==> config.mk <==
export PLATFORM = sky130hd
export DESIGN_NAME = nfha_alu
export DESIGN_NICKNAME = d
export VERILOG_FILES = /design/src/sv/nfha_pkg.sv /design/src/sv/nfha_alu.sv
export SDC_FILE = /design/constraint.sdc
export NUM_CORES = 1
export LEC_CHECK = 0
export BUFFER_PORTS_ARGS = -buffer_cell sky130_fd_sc_hd__buf_2
export CAP_MARGIN = 20
export CORE_ASPECT_RATIO = 1.1
export CORE_MARGIN = 8
export CORE_UTILIZATION = 50
export DETAILED_ROUTE_END_ITERATION = 10
export PLACE_DENSITY = 0.94
export SYNTH_ARGS = -nofsm -noshare
export SYNTH_HDL_FRONTEND = slang
export SYNTH_SLANG_ARGS = --single-unit
==> constraint.sdc <==
create_clock -name vclk -period 6.3
set_clock_uncertainty 0.05 [all_clocks]
set_input_delay 1.26 -clock vclk [all_inputs]
set_output_delay 1.26 -clock vclk [all_outputs]
set_load 0.005 [all_outputs]
==> src/sv/nfha_pkg.sv <==
package nfha_pkg;

  // heap geometry
  localparam int HEAP_DEPTH    = 1024;
  localparam int GRANULE_BYTES = 64;
  localparam int LOG2G         = $clog2(GRANULE_BYTES);
  localparam int HDR_BYTES     = 8;

  // field and datapath widths
  localparam int ADDR_W  = 16;
  localparam int CFG_W   = 11;
  localparam int IDX_W   = $clog2(HEAP_DEPTH);
  localparam int SIZE_W  = $clog2(2 * HEAP_DEPTH);
  localparam int GIDX_W  = ADDR_W - LOG2G;
  localparam int ARITH_W = ADDR_W + 1;
  localparam int NEED_W  = ARITH_W - LOG2G;

  // merged block sizes saturate here
  localparam int SAT_LIMIT = 2 * HEAP_DEPTH;
  localparam logic [SIZE_W-1:0] SIZE_CAP = SIZE_W'(SAT_LIMIT - 1);

  typedef enum logic {
    OP_ALLOC = 1'b0,
    OP_FREE  = 1'b1
  } op_e;

  typedef enum logic [1:0] {
    ST_OK      = 2'd0,
    ST_OOM     = 2'd1,
    ST_CORRUPT = 2'd2
  } status_e;

  typedef enum logic {
    ALU_ADD = 1'b0,
    ALU_SUB = 1'b1
  } alu_op_e;

  typedef enum logic [3:0] {
    S_IDLE,
    S_NEED,
    S_FIT,
    S_RD,
    S_CHK,
    S_ADV,
    S_SPLIT,
    S_MARK,
    S_FCHK,
    S_FHD,
    S_FNX,
    S_FMG,
    S_FWR,
    S_RESP
  } state_e;

  typedef struct packed {
    logic              busy;
    logic [SIZE_W-1:0] size;
  } hdr_t;

  typedef struct packed {
    alu_op_e            op;
    logic [ARITH_W-1:0] a;
    logic [ARITH_W-1:0] b;
    logic [ARITH_W-1:0] c;
  } alu_req_t;

  typedef struct packed {
    logic [ARITH_W-1:0] r;
    logic               borrow;
    logic               lt;
    logic               eq;
  } alu_rsp_t;

  typedef struct packed {
    logic              rd_en;
    logic [IDX_W-1:0]  rd_addr;
    logic              wr_en;
    logic [IDX_W-1:0]  wr_addr;
    hdr_t              wr_data;
    logic              init_set;
    logic [SIZE_W-1:0] lim;
  } mem_req_t;

endpackage

==> src/sv/nfha_alu.sv <==
module nfha_alu (
  input  nfha_pkg::alu_req_t req_i,
  output nfha_pkg::alu_rsp_t rsp_o
);
  import nfha_pkg::*;

  logic [ARITH_W:0] wide;

  always_comb begin
    if (req_i.op == ALU_SUB) begin
      wide = {1'b0, req_i.a} - {1'b0, req_i.b};
    end else begin
      wide = {1'b0, req_i.a} + {1'b0, req_i.b};
    end
  end

  assign rsp_o.r      = wide[ARITH_W-1:0];
  assign rsp_o.borrow = wide[ARITH_W];
  assign rsp_o.lt     = (wide[ARITH_W-1:0] < req_i.c);
  assign rsp_o.eq     = (wide[ARITH_W-1:0] == req_i.c);

endmodule

# Yosys cells after proc, flatten, opt, wreduce, memory -nomap -nowiden
# Cells that the tools add are included.
# op_classes
magnitude_cmp	1
addsub	2
mux	1
n_eq_ne	1
# op_table
cell	count
$add 17x17->18	1
$mux 18	1
$sub 17x17->18	1
$eq 17x17->1	1
$lt 17x17->1	1
# totals
wordCells	5
inputBits	52
reg_bits	0
output_inout_bits	20

# Longest topological paths before layout
# depth
word_depth	3
mapped_depth	19
mapped_depth_nobuf	19

# Worst setup path before layout
# No wires, ideal clock.
# synth_path
kind	input-to-output
from	input req_i[20] (netlist bit)
to	output rsp_o[1] (netlist bit)
slack_ns	0.518
stages	17
required_ns	4.990
n_path_buf	0
arrival_time_ns	4.472
cell_sequence	nor2_2 -> nor4b_4 -> nor3b_4 -> a21oi_1 -> xnor2_1 -> ha_1 -> a21o_1 -> a21o_1 -> a21o_1 -> a31oi_1 -> a31o_2 -> a21oi_1 -> o311ai_1 -> ha_1 -> a211oi_1 -> a21oi_1 -> a211oi_1
# synth_lines
element	line	text
start, declared	nfha_alu.sv:2	input nfha_pkg::alu_req_t req_i,
end, declared	nfha_alu.sv:3	output nfha_pkg::alu_rsp_t rsp_o

==> impl_metrics.tcl <==
set metrics [dict create \
    drive_gt1_frac 0.3388 \
    status "finished clean" \
    routed_wl_um 5075 \
    start_util 0.5100 \
    vdd_drop_max_v 0.00004734 \
    intPower_w 0.0001644 \
    arrival_ns 4.92 \
    fin_cells 343 \
    worstSetupStartpointType "input pin" \
    ant_nets 0 \
    slew_violations 0 \
    p_sw_frac 0.5265 \
    diodes 0 \
    hpwl_um 4037 \
    cpPeakStageDelay_ns 0.38 \
    cp_top_family "compound AO/OA/AOI/OAI gates" \
    yosysSeqAreaShare 0 \
    seq_cells 0 \
    num_rows 22 \
    pwr_density_cell_nw_per_um2 159.0 \
    overflow 0 \
    cp_max_fo 6 \
    via_count 1959 \
    dieWidth_um 70.88 \
    die_y_um 76.37 \
    grt_pass1_wl_um 7465 \
    period_minus_slack_ns 6.226 \
    netlist_area_um2 1657 \
    seq_area_um2 0 \
    path_common_cell "a21o_1" \
    die_area_um2 5413 \
    crit_path_top_delay_cell "ha_1" \
    vias_per_cell 5.711 \
    rsz0062_at_grt "yes" \
    syn_to_final_growth_pct 31.87 \
    synth.avg_cell_area_um2 7.171 \
    dr.pass1.iters 4 \
    crit_required_ns 4.99 \
    hold_viol 0 \
    placed_area_um2 2044 \
    grtUsageTotal 0.1549 \
    critical_path.endpoint_type "output pin" \
    grt_pass1_vias 1857 \
    tightest_slew_ns 0.3391 \
    p_leak_nw 1.162 \
    fin_area_um2 2185 \
    grt_max_degree 16 \
    wire_per_inst_um 14.80 \
    path_class "input pin to output pin" \
    ys_warn_count 0 \
    drv_cap 0 \
    numPortBuffers 72 \
    p_switching_w 0.0001828 \
    fmax_ghz 0.1606 \
    path_buf_inv 3 \
    hp-class "input pin to output pin" \
    p_seq_frac 0 \
    syn_inst 231 \
    p_comb_frac 1.000 \
    finalPower_w 0.0003472 \
    antenna_found_initial 0 \
    nClkBuffers 0 \
    slew_headroom 0.7740 \
    clkPwrFrac 0 \
    ys_types 42 \
    fin_crit_sh 0.9883 \
    fillers 267 \
    synth_nets 319 \
    place_inst 334 \
    io_pins 72 \
    fin_nets 397 \
    routabilityCongestion 0.8469 \
    coreArea_um2 3248 \
    multi_input_area_um2 1575 \
    path_cells "buf_8, nor2_4, nor4b_4, nor3b_4, a21oi_2, xnor2_1, ha_1, a21o_1, a21o_1, a21o_1, a31oi_1, a31o_2, buf_6, or3_4, o311ai_4, ha_1, a211oi_2, a21oi_2, a211oi_2, buf_2" \
    drc 0 \
    drtIter0Drc 127 \
    setup_violations 0 \
]
==> synth_stat cells, types with 2 or more instances <==
cell type  count  area share
nor2_1        23       0.052
o21ai_0       13       0.039
nand2_1        8       0.018
o21a_1         2      0.0091
a31oi_1        5       0.019
buf_2          2      0.0060
clkbuf_1       4      0.0091
or3_1          3       0.011
a211oi_1       3       0.014
nor4b_4        2       0.029
ha_1          35        0.26
xnor2_1       25        0.13
or2_2          2      0.0076
nand4_1        5       0.019
o211ai_1       2      0.0091
o22ai_1        2      0.0076
a21oi_1       20       0.060
a21o_1        10       0.045
nor3_1         2      0.0060
inv_1         29       0.066
nor4_1         3       0.011
a31o_2         2       0.011
nor2b_1        4       0.015
nand3_1        4       0.012
nand2b_1       2      0.0076
xor2_1         3       0.016
==> cells in the final DEF (no fill, tap or decap), types with 3 or more instances in the layout <==
| cell | netlist | final |
|---|---|---|
| buf_2 | 2 | 70 |
| ha_1 | 35 | 35 |
| inv_1 | 29 | 29 |
| xnor2_1 | 25 | 25 |
| nor2_1 | 23 | 23 |
| a21oi_1 | 20 | 17 |
| o21ai_0 | 13 | 12 |
| a21o_1 | 10 | 10 |
| buf_4 | 0 | 9 |
| nand2_1 | 8 | 8 |
| a31oi_1 | 5 | 5 |
| nand4_1 | 5 | 5 |
| nor2b_1 | 4 | 4 |
| a21oi_2 | 1 | 4 |
| nand3_1 | 4 | 4 |
| xor2_1 | 3 | 3 |
| nor4_1 | 3 | 3 |
==> path summary, 6_finish.rpt <==
| check | start | endpoint | slack (ns) | cells after the start |
|---|---|---|---|---|
| setup / recovery | req_i[19] | rsp_o[1] | 0.07 | 20 |
| hold / removal | req_i[16] | rsp_o[1] | 2.92 | 5 |
==> tightest hold or removal path, cell delays in order <==
cell	delay [ns]
buf_2	0.10
inv_1	0.05
ha_1	0.15
a211oi_2	0.04
buf_2	0.12
==> area by class of cell <==
| class | instances | share of cell area |
|---|---|---|
| inverter | 29 | 0.04983 |
| tap | 36 | 0.02062 |
| multi-input combinational | 196 | 0.7211 |
| timing repair buffer | 82 | 0.2085 |
==> power by group through the flow <==
stage / clock network (W) / registers, W / logic [W]
final: 0 / 0 / 0.000347
after global routing: 0 / 0 / 0.000386
after CTS: 0 / 0 / 0.000315
after detailed placement: 0 / 0 / 0.000312
after global placement: 0 / 0 / 0.000303
after floorplan: 0 / 0 / 0.000211
==> cells by family after synthesis <==
logic type               share of synthesized area
buffers and inverters                      0.08081
adder cells (fa/ha/maj)                     0.2764
AND/OR/NAND/NOR                             0.2138
AO/OA/AOI/OAI                               0.2742
multiplexers                              0.006797
XOR/XNOR                                    0.1480
==> through the flow <==
step / setup slack (ns) / utilization / hold slack, ns / setup TNS, ns
2_1_floorplan: 0.5178 / - / 2.638 / 0
3_3_place_gp: 0.2072 / 0.6294 / 2.917 / 0
3_5_place_dp: 0.007153 / 0.6294 / 2.921 / 0
4_1_cts: 0.05957 / 0.6317 / 2.923 / 0
5_1_grt: -0.09483 / 0.6726 / 2.948 / -0.1549
6_report: 0.07351 / 0.6726 / 2.924 / 0
==> layer usage <==
| metal | up-vias | global-route usage | share of wire |
|---|---|---|---|
| li1 | 985 | - | - |
| met1 | 891 | 0.1739 | 0.41 |
| met2 | 65 | 0.2925 | 0.51 |
| met3 | 18 | 0.02237 | 0.047 |
| met4 | 0 | 0.03542 | 0.032 |
| met5 | - | 0 | 0 |
==> timing repair <==
action,4_1_cts,5_1_grt
buffers inserted,0,9
endpoints found under the hold margin,0,0
endpoints found under the setup margin,1,2
hold buffers,0,0
resized for setup,1,16
cloned,0,0
pin swaps,0,13
(Power assumes the default switching activity.)
