## config.mk

```make
export PLATFORM = sky130hd
export DESIGN_NAME = nfha_ctrl_flat
export DESIGN_NICKNAME = d
export VERILOG_FILES = /design/src/sv/nfha_pkg.sv /design/src/sv/nfha_req_if.sv /design/src/sv/nfha_rsp_if.sv /design/src/sv/nfha_cfg_if.sv /design/src/sv/nfha_ctrl.sv /design/src/flat_wrapper.sv
export SDC_FILE = /design/constraint.sdc
export NUM_CORES = 1
export LEC_CHECK = 0
export ABC_AREA = 1
export BUFFER_PORTS_ARGS = -buffer_cell sky130_fd_sc_hd__buf_2
export CAP_MARGIN = 25
export CORE_ASPECT_RATIO = 0.8
export CORE_MARGIN = 2
export CORE_UTILIZATION = 30
export CTS_CLUSTER_DIAMETER = 100
export DETAILED_ROUTE_END_ITERATION = 12
export PLACE_DENSITY = 0.6
export SKIP_CTS_REPAIR_TIMING = 1
export SYNTH_ARGS = -nofsm -noshare
export SYNTH_HDL_FRONTEND = slang
export SYNTH_SLANG_ARGS = --single-unit
export TNS_END_PERCENT = 30
```

## constraint.sdc

```tcl
create_clock -name clk_i -period 5 [get_ports clk_i]
set_clock_uncertainty 0.05 [all_clocks]
set_input_delay 0.5 -clock clk_i [delete_from_list [all_inputs] [get_ports clk_i]]
set_output_delay 0.5 -clock clk_i [all_outputs]
set_load 0.01 [all_outputs]
```

## src/sv/nfha_pkg.sv

```systemverilog
package nfha_pkg;

  // heap geometry
  localparam int HEAP_DEPTH    = 1024;
  localparam int GRANULE_BYTES = 64;
  localparam int LOG2G         = $clog2(GRANULE_BYTES);
  localparam int HDR_BYTES     = 8;

  // field and datapath widths
  localparam int ADDR_W  = 16;
  localparam int CFG_W   = 11;
  localparam int IDX_W   = $clog2(HEAP_DEPTH);
  localparam int SIZE_W  = $clog2(2 * HEAP_DEPTH);
  localparam int GIDX_W  = ADDR_W - LOG2G;
  localparam int ARITH_W = ADDR_W + 1;
  localparam int NEED_W  = ARITH_W - LOG2G;

  // merged block sizes saturate here
  localparam int SAT_LIMIT = 2 * HEAP_DEPTH;
  localparam logic [SIZE_W-1:0] SIZE_CAP = SIZE_W'(SAT_LIMIT - 1);

  typedef enum logic {
    OP_ALLOC = 1'b0,
    OP_FREE  = 1'b1
  } op_e;

  typedef enum logic [1:0] {
    ST_OK      = 2'd0,
    ST_OOM     = 2'd1,
    ST_CORRUPT = 2'd2
  } status_e;

  typedef enum logic {
    ALU_ADD = 1'b0,
    ALU_SUB = 1'b1
  } alu_op_e;

  typedef enum logic [3:0] {
    S_IDLE,
    S_NEED,
    S_FIT,
    S_RD,
    S_CHK,
    S_ADV,
    S_SPLIT,
    S_MARK,
    S_FCHK,
    S_FHD,
    S_FNX,
    S_FMG,
    S_FWR,
    S_RESP
  } state_e;

  typedef struct packed {
    logic              busy;
    logic [SIZE_W-1:0] size;
  } hdr_t;

  typedef struct packed {
    alu_op_e            op;
    logic [ARITH_W-1:0] a;
    logic [ARITH_W-1:0] b;
    logic [ARITH_W-1:0] c;
  } alu_req_t;

  typedef struct packed {
    logic [ARITH_W-1:0] r;
    logic               borrow;
    logic               lt;
    logic               eq;
  } alu_rsp_t;

  typedef struct packed {
    logic              rd_en;
    logic [IDX_W-1:0]  rd_addr;
    logic              wr_en;
    logic [IDX_W-1:0]  wr_addr;
    hdr_t              wr_data;
    logic              init_set;
    logic [SIZE_W-1:0] lim;
  } mem_req_t;

endpackage

```

## src/sv/nfha_req_if.sv

```systemverilog
interface nfha_req_if;
  logic                        valid;
  logic                        ready;
  logic                        operation;
  logic [nfha_pkg::ADDR_W-1:0] request_bytes;
  logic [nfha_pkg::ADDR_W-1:0] block_address;

  modport source (output valid, output operation, output request_bytes,
                  output block_address, input ready);
  modport sink (input valid, input operation, input request_bytes,
                input block_address, output ready);
endinterface

```

## src/sv/nfha_rsp_if.sv

```systemverilog
interface nfha_rsp_if;
  logic                        valid;
  logic                        ready;
  logic [1:0]                  status;
  logic [nfha_pkg::ADDR_W-1:0] payload_address;

  modport source (output valid, output status, output payload_address, input ready);
  modport sink (input valid, input status, input payload_address, output ready);
endinterface

```

## src/sv/nfha_cfg_if.sv

```systemverilog
interface nfha_cfg_if;
  logic                       valid;
  logic                       ready;
  logic [nfha_pkg::CFG_W-1:0] heap_granules;

  modport source (output valid, output heap_granules, input ready);
  modport sink (input valid, input heap_granules, output ready);
endinterface

```

## src/sv/nfha_ctrl.sv

```systemverilog
module nfha_ctrl (
  input  logic               clk_i,
  input  logic               rst_ni,
  nfha_req_if.sink           req_i,
  nfha_rsp_if.source         rsp_o,
  nfha_cfg_if.sink           cfg_i,
  output nfha_pkg::alu_req_t alu_req_o,
  input  nfha_pkg::alu_rsp_t alu_rsp_i,
  output nfha_pkg::mem_req_t mem_req_o,
  input  nfha_pkg::hdr_t     mem_rd_i
);
  import nfha_pkg::*;

  state_e             state_q, state_d;
  op_e                op_q, op_d;
  logic [ADDR_W-1:0]  bytes_q, bytes_d;
  logic [ADDR_W-1:0]  addr_q, addr_d;
  logic [NEED_W-1:0]  need_q, need_d;
  logic [IDX_W-1:0]   cur_q, cur_d;
  logic [SIZE_W-1:0]  sz_q, sz_d;
  logic [SIZE_W-1:0]  rem_q, rem_d;
  logic               err_q, err_d;
  status_e            res_status_q, res_status_d;
  logic [ADDR_W-1:0]  res_addr_q, res_addr_d;
  logic [SIZE_W-1:0]  lim_q, lim_d;
  logic [IDX_W-1:0]   nf_q, nf_d;
  logic               rsp_valid_q, rsp_valid_d;
  status_e            rsp_status_q, rsp_status_d;
  logic [ADDR_W-1:0]  rsp_addr_q, rsp_addr_d;

  logic [GIDX_W-1:0]  free_g;
  logic [ADDR_W-1:0]  alloc_addr;
  logic [CFG_W-1:0]   cfg_v;

  assign free_g     = addr_q[ADDR_W-1:LOG2G];
  assign alloc_addr = {cur_q, {LOG2G{1'b0}}} | ADDR_W'(HDR_BYTES);
  assign cfg_v      = cfg_i.heap_granules;

  assign req_i.ready          = (state_q == S_IDLE);
  assign cfg_i.ready          = 1'b1;
  assign rsp_o.valid          = rsp_valid_q;
  assign rsp_o.status         = rsp_status_q;
  assign rsp_o.payload_address = rsp_addr_q;

  always_ff @(posedge clk_i or negedge rst_ni) begin
    if (!rst_ni) begin
      state_q     <= S_IDLE;
      lim_q       <= SIZE_W'(HEAP_DEPTH);
      nf_q        <= '0;
      rsp_valid_q <= 1'b0;
    end else begin
      state_q     <= state_d;
      lim_q       <= lim_d;
      nf_q        <= nf_d;
      rsp_valid_q <= rsp_valid_d;
    end
  end

  always_ff @(posedge clk_i) begin
    op_q         <= op_d;
    bytes_q      <= bytes_d;
    addr_q       <= addr_d;
    need_q       <= need_d;
    cur_q        <= cur_d;
    sz_q         <= sz_d;
    rem_q        <= rem_d;
    err_q        <= err_d;
    res_status_q <= res_status_d;
    res_addr_q   <= res_addr_d;
    rsp_status_q <= rsp_status_d;
    rsp_addr_q   <= rsp_addr_d;
  end

  always_comb begin
    state_d      = state_q;
    op_d         = op_q;
    bytes_d      = bytes_q;
    addr_d       = addr_q;
    need_d       = need_q;
    cur_d        = cur_q;
    sz_d         = sz_q;
    rem_d        = rem_q;
    err_d        = err_q;
    res_status_d = res_status_q;
    res_addr_d   = res_addr_q;
    lim_d        = lim_q;
    nf_d         = nf_q;
    rsp_valid_d  = rsp_valid_q && !rsp_o.ready;
    rsp_status_d = rsp_status_q;
    rsp_addr_d   = rsp_addr_q;

    alu_req_o = '{op: ALU_ADD, a: '0, b: '0, c: '0};

    mem_req_o          = '0;
    mem_req_o.rd_addr  = cur_q;
    mem_req_o.wr_addr  = cur_q;
    mem_req_o.lim      = lim_q;

    unique case (state_q)
      S_IDLE: begin
        if (req_i.valid) begin
          op_d    = op_e'(req_i.operation);
          bytes_d = req_i.request_bytes;
          addr_d  = req_i.block_address;
          state_d = (op_e'(req_i.operation) == OP_FREE) ? S_FCHK : S_NEED;
        end
      end

      // granules needed, header included, rounded up
      S_NEED: begin
        alu_req_o.a = ARITH_W'(bytes_q);
        alu_req_o.b = ARITH_W'(HDR_BYTES + GRANULE_BYTES - 1);
        need_d      = NEED_W'(alu_rsp_i.r >> LOG2G);
        state_d     = S_FIT;
      end

      // start at the next-fit point only if the request still fits above it
      S_FIT: begin
        alu_req_o.a = ARITH_W'(nf_q);
        alu_req_o.b = ARITH_W'(need_q);
        alu_req_o.c = ARITH_W'(lim_q);
        cur_d       = (alu_rsp_i.lt || alu_rsp_i.eq) ? nf_q : '0;
        state_d     = S_RD;
      end

      S_RD: begin
        mem_req_o.rd_en = 1'b1;
        state_d         = (op_q == OP_FREE) ? S_FHD : S_CHK;
      end

      S_CHK: begin
        alu_req_o.op = ALU_SUB;
        alu_req_o.a  = ARITH_W'(mem_rd_i.size);
        alu_req_o.b  = ARITH_W'(need_q);
        sz_d         = mem_rd_i.size;
        rem_d        = SIZE_W'(alu_rsp_i.r);
        if (mem_rd_i.size == '0) begin
          res_status_d = ST_CORRUPT;
          res_addr_d   = '0;
          state_d      = S_RESP;
        end else if (!mem_rd_i.busy && !alu_rsp_i.borrow) begin
          state_d = S_SPLIT;
        end else begin
          state_d = S_ADV;
        end
      end

      S_ADV: begin
        alu_req_o.a = ARITH_W'(cur_q);
        alu_req_o.b = ARITH_W'(sz_q);
        alu_req_o.c = ARITH_W'(lim_q);
        if (alu_rsp_i.lt) begin
          cur_d             = IDX_W'(alu_rsp_i.r);
          mem_req_o.rd_en   = 1'b1;
          mem_req_o.rd_addr = IDX_W'(alu_rsp_i.r);
          state_d           = S_CHK;
        end else begin
          res_status_d = ST_OOM;
          res_addr_d   = '0;
          state_d      = S_RESP;
        end
      end

      // remainder header first, then busy header, else whole block busy
      S_SPLIT: begin
        alu_req_o.a = ARITH_W'(cur_q);
        alu_req_o.b = ARITH_W'(need_q);
        alu_req_o.c = ARITH_W'(lim_q);
        if ((rem_q != '0) && alu_rsp_i.lt) begin
          mem_req_o.wr_en   = 1'b1;
          mem_req_o.wr_addr = IDX_W'(alu_rsp_i.r);
          mem_req_o.wr_data = '{busy: 1'b0, size: rem_q};
          nf_d              = IDX_W'(alu_rsp_i.r);
          state_d           = S_MARK;
        end else begin
          mem_req_o.wr_en   = 1'b1;
          mem_req_o.wr_data = '{busy: 1'b1, size: sz_q};
          res_status_d      = ST_OK;
          res_addr_d        = alloc_addr;
          state_d           = S_RESP;
        end
      end

      S_MARK: begin
        mem_req_o.wr_en   = 1'b1;
        mem_req_o.wr_data = '{busy: 1'b1, size: SIZE_W'(need_q)};
        res_status_d      = ST_OK;
        res_addr_d        = alloc_addr;
        state_d           = S_RESP;
      end

      // null, misaligned or out-of-range frees are dropped quietly
      S_FCHK: begin
        alu_req_o.a = ARITH_W'(free_g);
        alu_req_o.c = ARITH_W'(lim_q);
        err_d       = 1'b0;
        if ((addr_q[LOG2G-1:0] != LOG2G'(HDR_BYTES)) || !alu_rsp_i.lt) begin
          res_status_d = ST_OK;
          res_addr_d   = '0;
          state_d      = S_RESP;
        end else begin
          cur_d   = IDX_W'(free_g);
          state_d = S_RD;
        end
      end

      S_FHD: begin
        if (mem_rd_i.size == '0) begin
          res_status_d = ST_CORRUPT;
          res_addr_d   = '0;
          state_d      = S_RESP;
        end else begin
          sz_d    = mem_rd_i.size;
          state_d = S_FNX;
        end
      end

      S_FNX: begin
        alu_req_o.a = ARITH_W'(cur_q);
        alu_req_o.b = ARITH_W'(sz_q);
        alu_req_o.c = ARITH_W'(lim_q);
        if (alu_rsp_i.lt) begin
          mem_req_o.rd_en   = 1'b1;
          mem_req_o.rd_addr = IDX_W'(alu_rsp_i.r);
          state_d           = S_FMG;
        end else begin
          state_d = S_FWR;
        end
      end

      S_FMG: begin
        alu_req_o.a = ARITH_W'(sz_q);
        alu_req_o.b = ARITH_W'(mem_rd_i.size);
        alu_req_o.c = ARITH_W'(SAT_LIMIT);
        priority if (mem_rd_i.busy) begin
          state_d = S_FWR;
        end else if (mem_rd_i.size == '0) begin
          err_d   = 1'b1;
          state_d = S_FWR;
        end else begin
          sz_d    = alu_rsp_i.lt ? SIZE_W'(alu_rsp_i.r) : SIZE_CAP;
          state_d = S_FNX;
        end
      end

      S_FWR: begin
        alu_req_o.a       = ARITH_W'(cur_q);
        alu_req_o.c       = ARITH_W'(nf_q);
        mem_req_o.wr_en   = 1'b1;
        mem_req_o.wr_data = '{busy: 1'b0, size: sz_q};
        if (alu_rsp_i.lt) begin
          nf_d = cur_q;
        end
        res_status_d = err_q ? ST_CORRUPT : ST_OK;
        res_addr_d   = '0;
        state_d      = S_RESP;
      end

      S_RESP: begin
        if (!rsp_valid_q || rsp_o.ready) begin
          rsp_valid_d  = 1'b1;
          rsp_status_d = res_status_q;
          rsp_addr_d   = res_addr_q;
          state_d      = S_IDLE;
        end
      end

      default: begin
        state_d = S_IDLE;
      end
    endcase

    // heap size write: zero reads as one granule, saturate at the depth
    if (cfg_i.valid) begin
      priority if (cfg_v == '0) begin
        lim_d = SIZE_W'(1);
      end else if (cfg_v > CFG_W'(HEAP_DEPTH)) begin
        lim_d = SIZE_W'(HEAP_DEPTH);
      end else begin
        lim_d = SIZE_W'(cfg_v);
      end
      nf_d               = '0;
      mem_req_o.init_set = 1'b1;
    end
  end

  // next-fit point always lies inside the heap
  a_nf_in_heap: assert property (@(posedge clk_i) disable iff (!rst_ni)
    SIZE_W'(nf_q) < lim_q)
    else $error("next-fit index outside heap");

  // header writes never land past the limit
  a_wr_in_heap: assert property (@(posedge clk_i) disable iff (!rst_ni)
    mem_req_o.wr_en |-> (SIZE_W'(mem_req_o.wr_addr) < lim_q))
    else $error("header write beyond heap limit");

  // every header examined by the search lies inside the heap
  a_walk_in_heap: assert property (@(posedge clk_i) disable iff (!rst_ni)
    (state_q == S_CHK) |-> (SIZE_W'(cur_q) < lim_q))
    else $error("search walked past heap limit");

  // a non-null address is only ever a header granule plus the header bytes
  a_addr_aligned: assert property (@(posedge clk_i) disable iff (!rst_ni)
    (rsp_valid_q && (rsp_addr_q != '0)) |->
      ((rsp_status_q == ST_OK) && (rsp_addr_q[LOG2G-1:0] == LOG2G'(HDR_BYTES))))
    else $error("malformed payload address");

  // a response is only produced from the response state
  a_rsp_from_resp: assert property (@(posedge clk_i) disable iff (!rst_ni)
    $rose(rsp_valid_q) |-> ($past(state_q) == S_RESP))
    else $error("response raised outside response state");

endmodule
```

## src/flat_wrapper.sv

```systemverilog
// flat-port wrapper written by rule: the top's interface ports become plain ports
module nfha_ctrl_flat import nfha_pkg::*;
  (clk_i, rst_ni, alu_req_o, alu_rsp_i, mem_req_o, mem_rd_i, req_i_valid, req_i_operation, req_i_request_bytes, req_i_block_address, req_i_ready, rsp_o_valid, rsp_o_status, rsp_o_payload_address, rsp_o_ready, cfg_i_valid, cfg_i_heap_granules, cfg_i_ready);
  nfha_req_if req_i_i ();
  nfha_rsp_if rsp_o_i ();
  nfha_cfg_if cfg_i_i ();
  input  logic clk_i;
  input  logic rst_ni;
  output nfha_pkg::alu_req_t alu_req_o;
  input  nfha_pkg::alu_rsp_t alu_rsp_i;
  output nfha_pkg::mem_req_t mem_req_o;
  input  nfha_pkg::hdr_t mem_rd_i;
  input wire logic [$bits(req_i_i.valid)-1:0] req_i_valid;
  input wire logic [$bits(req_i_i.operation)-1:0] req_i_operation;
  input wire logic [$bits(req_i_i.request_bytes)-1:0] req_i_request_bytes;
  input wire logic [$bits(req_i_i.block_address)-1:0] req_i_block_address;
  output wire logic [$bits(req_i_i.ready)-1:0] req_i_ready;
  output wire logic [$bits(rsp_o_i.valid)-1:0] rsp_o_valid;
  output wire logic [$bits(rsp_o_i.status)-1:0] rsp_o_status;
  output wire logic [$bits(rsp_o_i.payload_address)-1:0] rsp_o_payload_address;
  input wire logic [$bits(rsp_o_i.ready)-1:0] rsp_o_ready;
  input wire logic [$bits(cfg_i_i.valid)-1:0] cfg_i_valid;
  input wire logic [$bits(cfg_i_i.heap_granules)-1:0] cfg_i_heap_granules;
  output wire logic [$bits(cfg_i_i.ready)-1:0] cfg_i_ready;
  assign req_i_i.valid = req_i_valid;
  assign req_i_i.operation = req_i_operation;
  assign req_i_i.request_bytes = req_i_request_bytes;
  assign req_i_i.block_address = req_i_block_address;
  assign req_i_ready = req_i_i.ready;
  assign rsp_o_valid = rsp_o_i.valid;
  assign rsp_o_status = rsp_o_i.status;
  assign rsp_o_payload_address = rsp_o_i.payload_address;
  assign rsp_o_i.ready = rsp_o_ready;
  assign cfg_i_i.valid = cfg_i_valid;
  assign cfg_i_i.heap_granules = cfg_i_heap_granules;
  assign cfg_i_ready = cfg_i_i.ready;
  nfha_ctrl u_core (.clk_i(clk_i), .rst_ni(rst_ni), .req_i(req_i_i), .rsp_o(rsp_o_i), .cfg_i(cfg_i_i), .alu_req_o(alu_req_o), .alu_rsp_i(alu_rsp_i), .mem_req_o(mem_req_o), .mem_rd_i(mem_rd_i));
endmodule
```

* After elaboration in Yosys (flattened, before gate mapping)
Cells that the tools add are included.
Cells by class: $add $sub $neg 0, $mul 0, div/mod/pow operators 0, $lt $le $gt $ge 1, equality and inequality tests 28, shifts and indexed selects 0, multiplexer cells 58, bitwise operators 0, reductions and logical operators 35
Operators by type and width (number):
- case mux 16 bit (6 select lines) | 2
- 2-to-1 mux 10 bit | 9
- 2-to-1 mux 11 bit | 7
- case mux 12 bit (3 select lines) | 2
- 2-to-1 mux 16 bit | 4
- case mux 4 bit (13 select lines) | 1
- case mux 11 bit (4 select lines) | 1
- case mux 11 bit (3 select lines) | 1
- 2-to-1 mux 4 bit | 8
- case mux 10 bit (3 select lines) | 1
- equality test 4 bit (second input constant) | 6
- logical NOT 11 bit | 2
- case mux 10 bit (2 select lines) | 1
- equality test 4 x 3 -> 1 bit (second input constant) | 4
- != test 2 bit (second input constant) | 8
- 2-to-1 mux 12 bit | 1
- 2-to-1 mux 2 bit | 6
- 2-to-1 mux 3 bit | 4
- case mux 2 bit (6 select lines) | 1
- > comparator 11 bit (second input constant) | 1
- nonzero test 11 bit | 1
- AND reduction 3 bit | 3
- nonzero test 3 bit | 3
- equality test 4 x 2 -> 1 bit (second input constant) | 2
- 20 further kinds | 43
Storage, ports and cells: flip-flop bits (word level) 139, bits in latches 0, memory bits (writable) 0, ROM bits 0, bits of input ports 81, word-level logic and storage cells 138, memories kept 0

* Logic depth before layout (Yosys ltp)
word-level depth 5, gate-level depth with buffers 10, gate-level depth less buffers 10

* Least setup slack after synthesis
No wires, ideal clock.
kind register to register, start register u_core.state_q[1], end register u_core.addr_q[0], enable pin, library setup time 423 ps, arrival time 2508 ps, data required time 4527 ps, slack 2019 ps, cell stages (with the launch flop) 6, clock period less this slack 2981 ps, cells stage by stage dfrtp_1 nor2_2 inv_1 nor2_1 inv_1 nor2_1
On the way: cells in the longest elaborated chain, start to end 2
RTL lines:
- start, declared | line nfha_ctrl.sv:14 | state_e state_q, state_d;
- start signal, assigned | line nfha_ctrl.sv:52 | state_q <= state_d;
- logical NOT 4 bit
- via req_i_ready | line flat_wrapper.sv:17 | output wire logic [$bits(req_i_i.ready)-1:0] req_i_ready;
- AND reduction 2 bit (no line)
- end signal, assigned | line nfha_ctrl.sv:62 | addr_q <= addr_d;
- end, declared | line nfha_ctrl.sv:17 | logic [ADDR_W-1:0] addr_q, addr_d;
The timed path passes the listed nets, and every way through them passes these cells. A chain may end at the register's enable or synchronous reset.

==> flow_metrics.tcl <==
set metrics [dict create \
    final_nets 994 \
    final_cell_mix "181 x buf_2, 165 x nand2_1, 108 x inv_1" \
    end_kind "output port" \
    cts_tree "done" \
    seq_area_frac_synth 0.567 \
    drt_iter0_drc 672 \
    criticalPathCategory "register to output port" \
    port_buffers 181 \
    pwr_density_cell_mw_per_mm2 597 \
    vias 5799 \
    rows 48 \
    antenna_found_initial 0 \
    yosys.area.top_type "edfxtp_1" \
    wl_per_cell_um 18.4 \
    grt_pass1_vias 5324 \
    hold_viol_final 0 \
    finalCriticalPeriod_ps 3470 \
    finalCritPeriodShare 0.694 \
    path_clk_slew_ps 60 \
    start_kind "register" \
    synthFlopType "edfxtp_1" \
    dp_hpwl_um 16700 \
    tns_ps 0 \
    dieHeight_um 137 \
    vias_per_cell 4.83 \
    gp_congestion 0.892 \
    mostFrequentLayoutCell "buf_2" \
    drt_pass1_iterations 5 \
    fillers 2247 \
    dieWidth_um 170 \
    tightestPinTransition_ps 974 \
    synth.distinct_cells 33 \
    critPathArrivalTime_ps 2920 \
    wl_um 22000 \
    insertion_delay_ps 430 \
    cts_buffers 17 \
    drc 0 \
    syn_avg_cell_area_um2 8.93 \
    required_ps 4450 \
    syn_inst 740 \
    mappedNetlistArea_mm2 0.00661 \
    max_cap_viol_count 0 \
    drive_gt1_frac 0.261 \
    fmax_mhz 288 \
    ios 200 \
    p_leak_uw 0.00387 \
    holdCritPathClass "primary input to asynchronous set/reset pin" \
    ys_ff_latch 129 \
    grt_usage 0.192 \
    finalPower_uw 4930 \
    drt.antenna.violating_nets 0 \
    cts_root_buf "clkbuf_16" \
    clock_sinks 129 \
    ys_warn_count 0 \
    slew_headroom 0.349 \
    initial_core_util 0.306 \
    overflow 0 \
    dieArea_mm2 0.0232 \
    diodes 0 \
    synth.top_cells.by_area "edfxtp_1 47%, dfrtp_1 9.5%, nand2_1 9.4%" \
    cts.htree.levels 4 \
    syn2layout_area_growth_pct 24.9 \
    slew_violations 0 \
    rsz0062_at_grt "false" \
    cts_max_path_buffers 2 \
    status "finished clean" \
    synth_top_cell_area_share 0.468 \
    crit_fanout 28 \
    fp.coreArea_mm2 0.0216 \
    synth-edff-count 103 \
    setup_viol 0 \
    grt_pass1_wl_um 32200 \
    async_flop_share 0.202 \
    grt_max_degree 29 \
    peakVddDrop_mv 0.309 \
]
-- power by group --
| part | internal (uW) | switching [uW] | total, uW |
|---|---|---|---|
| sequential | 1560 | 182 | 1750 |
| combinational | 592 | 1340 | 1930 |
| clock | 778 | 474 | 1250 |
-- metrics by stage --
step                instance area (um^2)  hold WS, ps   util  worst slack, ps  std cells
finish                              8260         36.6  0.382             1530       1200
global route                        8260         72.5  0.382             1270       1200
CTS                                 8240         45.5  0.381             1560       1199
detailed placement                  7650          355  0.354             1720       1168
global placement                    7650          354  0.354             1730       1168
floorplan                           6670          154      -             2020        756
-- final timing paths --
check                                             from                               to  slack [ps]  depth (start not counted)
worst max-delay path                 u_core.state_q[3]                    alu_req_o[23]        1530                          7
worst min-delay path                            rst_ni                  u_core.lim_q[8]          40                          1
worst max register to register       u_core.state_q[3]                   u_core.sz_q[2]        1640                          7
worst min register to register    u_core.res_addr_q[8]  u_core.rsp_o.payload_address[8]         370                          0
max in group asynchronous                       rst_ni               u_core.rsp_o.valid        4440                          1
min in group clk_i              req_i_block_address[2]                 u_core.addr_q[2]         190                          1
-- final cells by class --
type	count	area, um^2	area share
Tap cell	275	344	0.0417
Multi-Input combinational cell	461	2190	0.265
Inverter	120	450	0.0546
Clock buffer	17	425	0.0515
Clock inverter	14	165	0.0200
Timing Repair Buffer	184	935	0.113
Sequential cell	129	3740	0.454
-- synth_stat cells, drive strengths merged, types with 2 or more instances --
| cell type | instances |
|---|---|
| a211o | 2 |
| a21oi | 24 |
| buf | 38 |
| clkbuf | 8 |
| clkinv | 2 |
| conb | 2 |
| dfrtp | 25 |
| edfxtp | 103 |
| inv | 118 |
| nand2 | 170 |
| nand3 | 29 |
| nand4 | 10 |
| nor2 | 70 |
| nor3 | 7 |
| nor3b | 2 |
| nor4 | 2 |
| o21ai | 84 |
| o221ai | 13 |
| o22ai | 18 |
| o311ai | 8 |
-- layer usage --
| layer | wire length (um) | track usage | vias up |
|---|---|---|---|
| li1 | - | - | 2794 |
| met1 | 10600 | 0.291 | 2681 |
| met3 | 2020 | 0.0503 | 26 |
| met2 | 8900 | 0.258 | 298 |
| met4 | 488 | 0.0703 | 0 |
| met5 | 0 | 0 | - |
-- registers in the layout, indices dropped and copies added (netlist names), 4 cells and up --
register                      flops
u_core.nf_q                      10
u_core.rsp_o.payload_address     11
u_core.lim_q                     11
u_core.bytes_q                   16
u_core.res_addr_q                11
u_core.addr_q                    16
u_core.state_q                    4
u_core.rem_q                     11
u_core.cur_q                     10
u_core.sz_q                      11
u_core.need_q                    11
-- worst max-delay path, stage by stage, from the launching register on --
cell	delay, ps
dfrtp_1	430
inv_2	110
nor2_4	60
nand2_1	580
clkinv_1	690
a22oi_1	330
nand2_1	120
buf_2	160
-- cell families after synthesis --
group | after synthesis | synth area share
other | 2 | 0.00114
AOI/OAI and AO/OA | 151 | 0.132
and+or+nand+nor | 292 | 0.189
buffers and inverters | 166 | 0.111
DFF | 129 | 0.567
Note: power is estimated with default switching activity, not from simulation.
